File: src/sv/ccce_pkg.sv
package ccce_pkg;

    localparam int CFG_INDEX_W = 3;

    typedef logic [CFG_INDEX_W-1:0] cfg_index_t;

    localparam cfg_index_t REG_WIDTH_SIXTEEN  = 3'd0;
    localparam cfg_index_t REG_POLYNOMIAL     = 3'd1;
    localparam cfg_index_t REG_INITIAL_VALUE  = 3'd2;
    localparam cfg_index_t REG_REFLECT_INPUT  = 3'd3;
    localparam cfg_index_t REG_REFLECT_OUTPUT = 3'd4;
    localparam cfg_index_t REG_FINAL_XOR      = 3'd5;

    localparam logic        RST_WIDTH_SIXTEEN  = 1'b1;
    localparam logic [15:0] RST_POLYNOMIAL     = 16'h1021;
    localparam logic [15:0] RST_INITIAL_VALUE  = 16'hFFFF;
    localparam logic        RST_REFLECT_INPUT  = 1'b1;
    localparam logic        RST_REFLECT_OUTPUT = 1'b1;
    localparam logic [15:0] RST_FINAL_XOR      = 16'h0000;

    localparam logic [15:0] MASK_W16 = 16'hFFFF;
    localparam logic [15:0] MASK_W8  = 16'h00FF;
    localparam logic [15:0] TOP_W16  = 16'h8000;
    localparam logic [15:0] TOP_W8   = 16'h0080;

    localparam logic [1:0] SEEN_MAX = 2'd3;

    function automatic logic [15:0] width_mask(input logic w16);
        return w16 ? MASK_W16 : MASK_W8;
    endfunction

    // bit reverse over 16 or the low 8 bits
    function automatic logic [15:0] rev_width(input logic [15:0] v, input logic w16);
        logic [15:0] r16;
        logic [7:0]  r8;
        for (int i = 0; i < 16; i++)
        begin
            r16[i] = v[15-i];
        end
        for (int i = 0; i < 8; i++)
        begin
            r8[i] = v[7-i];
        end
        return w16 ? r16 : {8'h00, r8};
    endfunction

    // one byte folded into the crc, eight bit steps
    function automatic logic [15:0] crc_fold(
        input logic [15:0] c,
        input logic [7:0]  b,
        input logic        w16,
        input logic [15:0] poly,
        input logic        refin
    );
        logic [15:0] m;
        logic [15:0] p;
        logic [15:0] rp;
        logic [15:0] top;
        logic [15:0] x;
        m   = width_mask(w16);
        p   = poly & m;
        rp  = rev_width(p, w16);
        top = w16 ? TOP_W16 : TOP_W8;
        x   = c & m;
        if (refin)
        begin
            x = x ^ {8'h00, b};
            for (int k = 0; k < 8; k++)
            begin
                x = x[0] ? ((x >> 1) ^ rp) : (x >> 1);
            end
        end
        else
        begin
            x = x ^ (w16 ? {b, 8'h00} : {8'h00, b});
            for (int k = 0; k < 8; k++)
            begin
                x = ((x & top) != 16'h0000) ? (((x << 1) ^ p) & m) : ((x << 1) & m);
            end
        end
        return x & m;
    endfunction

endpackage

File: src/sv/configurable_crc_check_engine_unit.sv
// Byte-serial CRC-8/CRC-16 engine with configurable polynomial, initial value, input and
// output reflection and final XOR. One byte is accepted per beat, every cycle; the whole
// byte update (eight bit steps of fixed XOR logic) sits between the message state
// registers and the result register, so a result on the last byte of a message appears on
// the master side in the cycle after that byte is accepted.
// While a result waits to be taken the input is held off, except in the cycle in which the
// result is taken, when the next byte enters as well. A message
// starts on a beat with tuser[0] set, which also latches the mode from tuser[1]: calculate
// folds every byte; verify holds back the last one (CRC-8) or two (CRC-16, low byte first)
// bytes as the trailer and compares it with the CRC of the bytes before it. Configuration
// writes are always taken and should be made between messages.
module configurable_crc_check_engine_unit
(
    input  logic                          clk,
    input  logic                          rst_n,
    input  logic                          s_tvalid,
    output logic                          s_tready,
    input  logic [7:0]                    s_tdata,   // data_byte
    input  logic                          s_tlast,   // last_byte
    input  logic [1:0]                    s_tuser,   // first_byte, op
    output logic                          m_tvalid,
    input  logic                          m_tready,
    output logic [15:0]                   m_tdata,   // crc_value
    output logic [1:0]                    m_tuser,   // match, too_short
    input  logic                          cfg_valid,
    output logic                          cfg_ready,
    input  ccce_pkg::cfg_index_t          cfg_index,
    input  logic [15:0]                   cfg_data
);

    logic        width_sixteen_reg;
    logic [15:0] polynomial_reg;
    logic [15:0] initial_value_reg;
    logic        reflect_input_reg;
    logic        reflect_output_reg;
    logic [15:0] final_xor_reg;

    logic [15:0] crc_reg;
    logic [7:0]  td0_reg;
    logic [7:0]  td1_reg;
    logic [1:0]  seen_reg;
    logic        verify_reg;

    logic [15:0] crc_next;
    logic [7:0]  td0_next;
    logic [7:0]  td1_next;
    logic [1:0]  seen_next;
    logic        verify_next;

    logic        m_tvalid_reg;
    logic [15:0] m_tdata_reg;
    logic [1:0]  m_tuser_reg;

    logic        in_beat;
    logic        first;
    logic [15:0] mask;
    logic [15:0] crc_cur;
    logic [7:0]  td0_cur;
    logic [7:0]  td1_cur;
    logic [1:0]  seen_cur;
    logic        trailer_full;
    logic        do_fold;
    logic [7:0]  fold_byte;
    logic [15:0] crc_rev;
    logic [15:0] fin;
    logic [15:0] trailer;
    logic        short_msg;
    logic        match;

    assign cfg_ready = 1'b1;
    assign s_tready  = !m_tvalid_reg || m_tready;
    assign in_beat   = s_tvalid && s_tready;
    assign m_tvalid  = m_tvalid_reg;
    assign m_tdata   = m_tdata_reg;
    assign m_tuser   = m_tuser_reg;

    assign first = s_tuser[0];
    assign mask  = ccce_pkg::width_mask(width_sixteen_reg);

    always_comb
    begin
        crc_cur     = first ? (initial_value_reg & mask) : crc_reg;
        td0_cur     = first ? 8'h00 : td0_reg;
        td1_cur     = first ? 8'h00 : td1_reg;
        seen_cur    = first ? 2'd0 : seen_reg;
        verify_next = first ? s_tuser[1] : verify_reg;

        trailer_full = width_sixteen_reg ? (seen_cur >= 2'd2) : (seen_cur >= 2'd1);
        do_fold      = !verify_next || trailer_full;
        fold_byte    = !verify_next ? s_tdata : (width_sixteen_reg ? td1_cur : td0_cur);

        crc_next = do_fold
                 ? ccce_pkg::crc_fold(crc_cur, fold_byte, width_sixteen_reg,
                                      polynomial_reg, reflect_input_reg)
                 : crc_cur;

        if (verify_next)
        begin
            td1_next = td0_cur;
            td0_next = s_tdata;
        end
        else
        begin
            td1_next = td1_cur;
            td0_next = td0_cur;
        end

        seen_next = (seen_cur == ccce_pkg::SEEN_MAX) ? seen_cur : seen_cur + 2'd1;

        crc_rev = crc_next & mask;
        if (reflect_output_reg != reflect_input_reg)
        begin
            crc_rev = ccce_pkg::rev_width(crc_rev, width_sixteen_reg);
        end
        fin = (crc_rev ^ final_xor_reg) & mask;

        trailer   = width_sixteen_reg ? {s_tdata, td0_cur} : {8'h00, s_tdata};
        short_msg = verify_next
                  && (width_sixteen_reg ? (seen_next <= 2'd2) : (seen_next <= 2'd1));
        match     = verify_next && !short_msg && (fin == trailer);
    end

    // configuration registers
    always_ff @(posedge clk or negedge rst_n)
    begin
        if (!rst_n)
        begin
            width_sixteen_reg  <= ccce_pkg::RST_WIDTH_SIXTEEN;
            polynomial_reg     <= ccce_pkg::RST_POLYNOMIAL;
            initial_value_reg  <= ccce_pkg::RST_INITIAL_VALUE;
            reflect_input_reg  <= ccce_pkg::RST_REFLECT_INPUT;
            reflect_output_reg <= ccce_pkg::RST_REFLECT_OUTPUT;
            final_xor_reg      <= ccce_pkg::RST_FINAL_XOR;
        end
        else if (cfg_valid && cfg_ready)
        begin
            case (cfg_index)
                ccce_pkg::REG_WIDTH_SIXTEEN:  width_sixteen_reg  <= cfg_data[0];
                ccce_pkg::REG_POLYNOMIAL:     polynomial_reg     <= cfg_data;
                ccce_pkg::REG_INITIAL_VALUE:  initial_value_reg  <= cfg_data;
                ccce_pkg::REG_REFLECT_INPUT:  reflect_input_reg  <= cfg_data[0];
                ccce_pkg::REG_REFLECT_OUTPUT: reflect_output_reg <= cfg_data[0];
                ccce_pkg::REG_FINAL_XOR:      final_xor_reg      <= cfg_data;
                default:                      ;
            endcase
        end
    end

    // message state
    always_ff @(posedge clk or negedge rst_n)
    begin
        if (!rst_n)
        begin
            crc_reg    <= 16'h0000;
            td0_reg    <= 8'h00;
            td1_reg    <= 8'h00;
            seen_reg   <= 2'd0;
            verify_reg <= 1'b0;
        end
        else if (in_beat)
        begin
            crc_reg    <= crc_next;
            td0_reg    <= td0_next;
            td1_reg    <= td1_next;
            seen_reg   <= seen_next;
            verify_reg <= verify_next;
        end
    end

    // result register
    always_ff @(posedge clk or negedge rst_n)
    begin
        if (!rst_n)
        begin
            m_tvalid_reg <= 1'b0;
        end
        else if (in_beat && s_tlast)
        begin
            m_tvalid_reg <= 1'b1;
        end
        else if (m_tready)
        begin
            m_tvalid_reg <= 1'b0;
        end
    end

    always_ff @(posedge clk)
    begin
        if (in_beat && s_tlast)
        begin
            m_tdata_reg <= fin;
            m_tuser_reg <= {short_msg, match};
        end
    end

endmodule

File: config.mk
export PLATFORM = sky130hd
export DESIGN_NAME = configurable_crc_check_engine_unit
export DESIGN_NICKNAME = d
export VERILOG_FILES = /design/src/sv/ccce_pkg.sv /design/src/sv/configurable_crc_check_engine_unit.sv
export SDC_FILE = /design/constraint.sdc
export NUM_CORES = 1
export LEC_CHECK = 0
export ABC_AREA = 1
export BUFFER_PORTS_ARGS = -buffer_cell sky130_fd_sc_hd__buf_2
export CAP_MARGIN = 20
export CORE_MARGIN = 2
export CORE_UTILIZATION = 64
export CTS_CLUSTER_DIAMETER = 200
export DETAILED_ROUTE_END_ITERATION = 7
export GPL_ROUTABILITY_DRIVEN = 0
export PLACE_DENSITY = 0.83
export SLEW_MARGIN = 20
export SYNTH_ARGS = -nofsm -noshare
export SYNTH_HDL_FRONTEND = slang
export SYNTH_SLANG_ARGS = --single-unit
File: constraint.sdc
create_clock -name clk -period 6.4 [get_ports clk]
set_input_delay 1.28 -clock clk [delete_from_list [all_inputs] [get_ports clk]]
set_output_delay 1.28 -clock clk [all_outputs]
set_load 0.01 [all_outputs]
**After elaboration in Yosys (flattened, before gate mapping)**

Cells that the tools add are included.

- Bits in registers: 105
- Input bits: 35
- Output and inout port bits: 21

- $add $sub $neg: 1
- $lt $le $gt $ge: 4
- Equality and inequality tests: 8
- Muxes and demuxes: 39
- Bitwise operators: 49
- Reduce and logical (&&, ||, !) cells: 26

Operators by type and width:

| cell | count |
|---|---|
| bitwise AND 16 bit | 30 |
| two-way mux 16 bit | 26 |
| bitwise XOR 16 bit | 10 |
| nonzero test 16 bit | 8 |
| bitwise XOR 15 x 16 -> 16 bit | 8 |
| two-way mux 8 bit | 6 |
| equality test 16 bit | 1 |
| bitwise XOR 16 x 8 -> 16 bit | 1 |
| AND reduction 2 bit | 6 |
| equality test 3 x 2 -> 1 bit (second input constant) | 2 |
| equality test 3 bit (second input constant) | 2 |
| logical AND 1 bit | 5 |
| two-way mux 1 bit | 5 |
| two-way mux 2 bit | 2 |
| equality test 3 x 1 -> 1 bit (second input constant) | 1 |
| logical NOT 1 bit | 3 |
| logical NOT 3 bit | 1 |
| adder 2 x 1 -> 2 bit (second input constant) | 1 |
| equality test 2 bit (second input constant) | 1 |
| >= comparator 2 x 1 -> 1 bit (second input constant) | 1 |
| >= comparator 2 bit (second input constant) | 1 |
| <= comparator 2 x 1 -> 1 bit (second input constant) | 1 |
| <= comparator 2 bit (second input constant) | 1 |
| logical OR 1 bit | 2 |
| other kinds (2) | 2 |

**Longest topological paths before layout**

- Depth after elaboration: 39
- Gate-level depth with buffers: 56
- Depth with buffers taken out: 54

**Worst setup path before layout**

No wires, ideal clock.

- Kind: input to register
- Start: in s_tuser[0]
- End: reg m_tuser_reg[0], in the netlist m_tuser[0], data pin
- Library setup time: 251 ps
- Arrival: 5245 ps
- Data required time: 6149 ps
- Setup slack: 905 ps
- Stages on the path: 45
- Buffers on the path: 5
- Cells stage by stage: buf_6 inv_6 nand2_8 nand2_8 inv_6 nand2_2 nand2_1 nand2_2 nand2_4 o21ai_1 nand3_2 nand3b_1 nand3_2 buf_6 nand3_1 nand3_2 buf_4 nand3_2 [9 not listed] nand3_2 buf_6 nand3_1 nand2_1 nand3_1 nand2_1 nand2_1 nand2_1 nand3_1 nand2_1 nand2_1 nand3_1 nand2_1 inv_1 nand2_1 nor2_1 nand2_1 nor2_1

- Longest elaborated chain between the ends: 39
- Elaborated cells between the ends (all ways): 100
- Classes of those cells: add/sub: 1; order compare: 4; eq/ne: 2; mux: 32; bitwise: 47; reduce/logical: 14

Ends and longest elaborated chain:

| element | line | source |
|---|---|---|
| start, declared | configurable_crc_check_engine_unit.sv:20 | `input logic [1:0] s_tuser,` |
| two-way mux 8 bit (on tied branches) | configurable_crc_check_engine_unit.sv:83, configurable_crc_check_engine_unit.sv:84 |  |
| two-way mux 8 bit (2 in series) | configurable_crc_check_engine_unit.sv:90 | `fold_byte = !verify_next ? s_tdata : (width_sixteen_reg ? td1_cur : td0_cur);` |
| two-way mux 16 bit | ccce_pkg.sv:75 | `x = x ^ (w16 ? {b, 8'h00} : {8'h00, b});` |
| bitwise XOR 16 bit | ccce_pkg.sv:75 |  |
| bitwise AND 16 bit / bitwise XOR 16 bit (equally long branches) | ccce_pkg.sv:78 | `x = ((x & top) != 16'h0000) ? (((x << 1) ^ p) & m) : ((x << 1) & m);` |
| nonzero test 16 bit / bitwise AND 16 bit (equally long branches) | ccce_pkg.sv:78 |  |
| two-way mux 16 bit | ccce_pkg.sv:78 |  |
| bitwise AND 16 bit / bitwise XOR 16 bit (equally long branches) | ccce_pkg.sv:78 |  |
| [23 not listed] | -- |  |
| bitwise AND 16 bit | configurable_crc_check_engine_unit.sv:110 | `crc_rev = crc_next & mask;` |
| two-way mux 16 bit | ccce_pkg.sv:44 | `return w16 ? r16 : {8'h00, r8};` |
| two-way mux 16 bit | configurable_crc_check_engine_unit.sv:111 | `if (reflect_output_reg != reflect_input_reg)` |
| bitwise XOR 16 bit | configurable_crc_check_engine_unit.sv:115 | `fin = (crc_rev ^ final_xor_reg) & mask;` |
| bitwise AND 16 bit | configurable_crc_check_engine_unit.sv:115 |  |
| equality test 16 bit | configurable_crc_check_engine_unit.sv:120 | `match = verify_next && !short_msg && (fin == trailer);` |
| logical AND 1 bit * | configurable_crc_check_engine_unit.sv:120 |  |
| named net match | configurable_crc_check_engine_unit.sv:68 | `logic match;` |
| end signal, assigned | configurable_crc_check_engine_unit.sv:192 | `m_tuser_reg <= {short_msg, match};` |
| end, declared | configurable_crc_check_engine_unit.sv:52 | `logic [1:0] m_tuser_reg;` |

Mark *: on every way through the listed nets, which the timed path passes. The rest lies on a longest branch.
A chain may end at the register's enable or synchronous reset.

**Worst setup path in the final report**

- Start: in s_tuser[0]
- End: reg m_tuser_reg[0], in the netlist m_tuser[0], data pin

- Longest elaborated chain between the ends: 39
- Elaborated cells between the ends (all ways): 100
- Classes of those cells: add/sub: 1; order compare: 4; eq/ne: 2; mux: 32; bitwise: 47; reduce/logical: 14

Ends and longest elaborated chain:

| element | line | source |
|---|---|---|
| two-way mux 8 bit (on tied branches) | configurable_crc_check_engine_unit.sv:83, configurable_crc_check_engine_unit.sv:84 |  |
| two-way mux 8 bit (2 in series) | configurable_crc_check_engine_unit.sv:90 |  |
| two-way mux 16 bit | ccce_pkg.sv:75 |  |
| bitwise XOR 16 bit | ccce_pkg.sv:75 |  |
| bitwise AND 16 bit / bitwise XOR 16 bit (equally long branches) | ccce_pkg.sv:78 |  |
| nonzero test 16 bit / bitwise AND 16 bit (equally long branches) | ccce_pkg.sv:78 |  |
| two-way mux 16 bit | ccce_pkg.sv:78 |  |
| bitwise AND 16 bit / bitwise XOR 16 bit (equally long branches) | ccce_pkg.sv:78 |  |
| [24 not listed] | -- |  |
| two-way mux 16 bit | ccce_pkg.sv:44 |  |
| two-way mux 16 bit * | configurable_crc_check_engine_unit.sv:111 |  |
| bitwise XOR 16 bit * | configurable_crc_check_engine_unit.sv:115 |  |
| bitwise AND 16 bit * | configurable_crc_check_engine_unit.sv:115 |  |
| named net fin[15] | configurable_crc_check_engine_unit.sv:65 | `logic [15:0] fin;` |
| equality test 16 bit * | configurable_crc_check_engine_unit.sv:120 |  |
| logical AND 1 bit * | configurable_crc_check_engine_unit.sv:120 |  |
| named net match | configurable_crc_check_engine_unit.sv:68 |  |

Marked as above.

==> impl_metrics.ini <==
[cts]
clk_pin_slew_ps = 70
cts.htree.levels = 3
clockBufferDepth = 2
cts_hold_buf = 0
insertion_delay_ps = 360
cts_buffers = 9
cts.sinks = 105
cts_tree = done
root_buffer = clkbuf_16

[sta]
finalClockSkew_ps = 10.30
worst_pin_slew_ps = 978.4
finalSetupViolCount = 0
period_minus_slack_ps = 6124
setup_ws_ps = 276.3
maxSlewViolCount = 0
finalHoldViolCount = 0
relSlewSlack_pct = 34.59
fmax_mhz = 163.3
layout_worst_path_cycle_share_pct = 95.68

[final_layout]
utilization_pct = 73.55
nets = 2101
fin_area_um2 = 13210
layout.cells.non_filler = 2300
drive_above_1_share_pct = 15.40
syn2layout_area_growth_pct = 12.97
insertedDiodeCount = 0

[critical_path]
reg2regPathDepth = 43
endpoint = m_tuser[0]$_DFFE_PP_
crit_family = simple AND/OR/NAND/NOR gates
critical_path_depth = 49
worstReg2RegEnd = m_tuser[0]$_DFFE_PP_
cp_max_fo = 13
critPathArrivalTime_ps = 6340
crit_buf_inv = 7
r2r_start = width_sixteen_reg$_DFFE_PN1P_
critPathMaxStageDelay_ps = 310
end_kind = flop
r2r_setup_slack_ps = 440
critPathKind = input pin to flop
slowest_stage = o211ai_1
worstPathRequired_ps = 6620
cp_common_cell = nand2_1
worstSetupStartpointType = input pin
startpoint = s_tuser[0]

[placed_design]
io_buffer_count = 54
post_dp_cell_area_um2 = 12570
dp_hpwl_mm = 29.96
pre_cts_slack_ps = -131.4
dp.cells = 2272

[route]
drt_iter0_drc = 1632
drt-total-wl_mm = 39.99
antenna_left = 0
avgRoutedWirePerCell_um = 17.39
avgViaCountPerCell = 5.921
drc = 0
via_count = 13620
dr.pass1.iters = 7

[grt]
grt-ovfl-total = 0
grt_first_pass_wirelength_mm = 62.65
antenna_found_initial = 0
grt_pass1_vias = 12370
grt_max_degree = 83
track_usage_pct = 39.94

[floorplanning]
core_area_um2 = 17960
ioPinCount = 56
dieWidth_um = 139.2
dieArea_um2 = 19370
fp-row-count = 49
initial_utilization_pct = 65.10
die_h_um = 139.2

[synthesis]
ys_seq_area_share_pct = 23.47
synthAdderAreaFrac_pct = 0
ys.flop_type = dfrtp_1
synth_warnings = 0
synth_top_area_share_pct = 24.36
synth_edf_count = 18
syn_inst = 1972
syn_area_um2 = 11690
synthTopCellsByCount = nand2_1, nand3_1, inv_1, nor2_1, o21ai_0
synth_cell_types = 46
synth_top_family_by_area = simple AND/OR/NAND/NOR gates
synth_fp_nets = 2007
async_flop_share_pct = 82.86
synth_area_leaders = nand2_1, dfrtp_1, nand3_1, xor2_1, inv_1
avgSynthCellArea_um2 = 5.931
synth_top_area_cell = nand2_1
synth_seq_cells = 105
synth_compound_area_share_pct = 8.003
synthMuxAreaShare_pct = 0.1926
synthSimpleGateAreaFrac_pct = 47.04
yosysMostFrequentCell = nand2_1
synth_xor_area_share_pct = 11.11

[outcome]
status = completed

[hold_path]
min-delay-path-class = flop to flop

[run]
cap_viol_max_count = 0
-- cells in the final DEF (no fill, tap or decap), drive strengths merged, types with 2 or more instances in the layout --
| cell | n |
|---|---|
| nand2 | 795 |
| nand3 | 290 |
| inv | 201 |
| buf | 155 |
| nor2 | 144 |
| o21ai | 119 |
| xor2 | 102 |
| dfrtp | 65 |
| xnor2 | 42 |
| nand4 | 24 |
| a21oi | 24 |
| dfstp | 22 |
| edfxtp | 18 |
| nand3b | 13 |
| clkbuf | 11 |
| a31oi | 9 |
| clkinv | 9 |
| o22ai | 8 |
| or2 | 6 |
| o32ai | 4 |
| o21bai | 3 |
| a22oi | 2 |
| mux2 | 2 |
-- cells by family after synthesis --
family | after synthesis
and+or+nand+nor | 1269
DFF | 105
buffers and inverters | 280
AOI/OAI and AO/OA | 171
xor gates and xnor gates | 144
other | 1
muxes | 2
-- final cells by class --
cell class	count	area, µm²
Tap cell	229	286.5
Multi-Input combinational cell	1590	7991
Inverter	204	788.3
Clock buffer	10	229.0
Fill cell	1527	4752
Timing Repair Buffer	156	1110
Clock inverter	6	61.31
Sequential cell	105	2745
-- worst min path at each step --
stage | start | to | slack [ps] | cells past startpoint
2_1_floorplan | crc_reg[1]$_DFFE_PN0P_ | crc_reg[1]$_DFFE_PN0P_ | 450 | 2
3_3_place_gp | crc_reg[5]$_DFFE_PN0P_ | crc_reg[5]$_DFFE_PN0P_ | 460 | 2
3_5_place_dp | crc_reg[1]$_DFFE_PN0P_ | crc_reg[1]$_DFFE_PN0P_ | 480 | 2
4_1_cts | crc_reg[1]$_DFFE_PN0P_ | crc_reg[1]$_DFFE_PN0P_ | 500 | 2
5_1_grt | initial_value_reg[13]$_DFFE_PN1P_ | initial_value_reg[13]$_DFFE_PN1P_ | 510 | 2
6_report | crc_reg[1]$_DFFE_PN0P_ | crc_reg[1]$_DFFE_PN0P_ | 490 | 2
-- per-stage QoR --
step / setup TNS [ps] / hold slack, ps
finish: 0 / 494.2
global route: -64.38 / 509.7
CTS: 0 / 495.6
detailed placement: -131.4 / 478.6
global placement: 0 / 460.6
floorplan: 0 / 447.8
-- timing repair --
action	in CTS	in global routing
setup endpoints to repair	0	14
setup buffers	0	8
resized for setup	0	67
-- worst reg2reg max path: cells and delay by family, from the launching register on --
| kind | cells | cell delay, ps |
|---|---|---|
| AND/OR/NAND/NOR | 31 | 3010 |
| buffers and inverters | 10 | 1520 |
| AO/OA/AOI/OAI | 2 | 630 |
| flip-flops | 1 | 650 |
-- per-layer routing --
layer	GRT usage, %	part of all wire [%]
met1	51.08	38
met2	64.38	45
met3	6.112	11
met4	23.44	6.6
met5	0	0
Power is not shown: default switching activity piles up to over one toggle a cycle in this logic, so the estimate is an artifact.
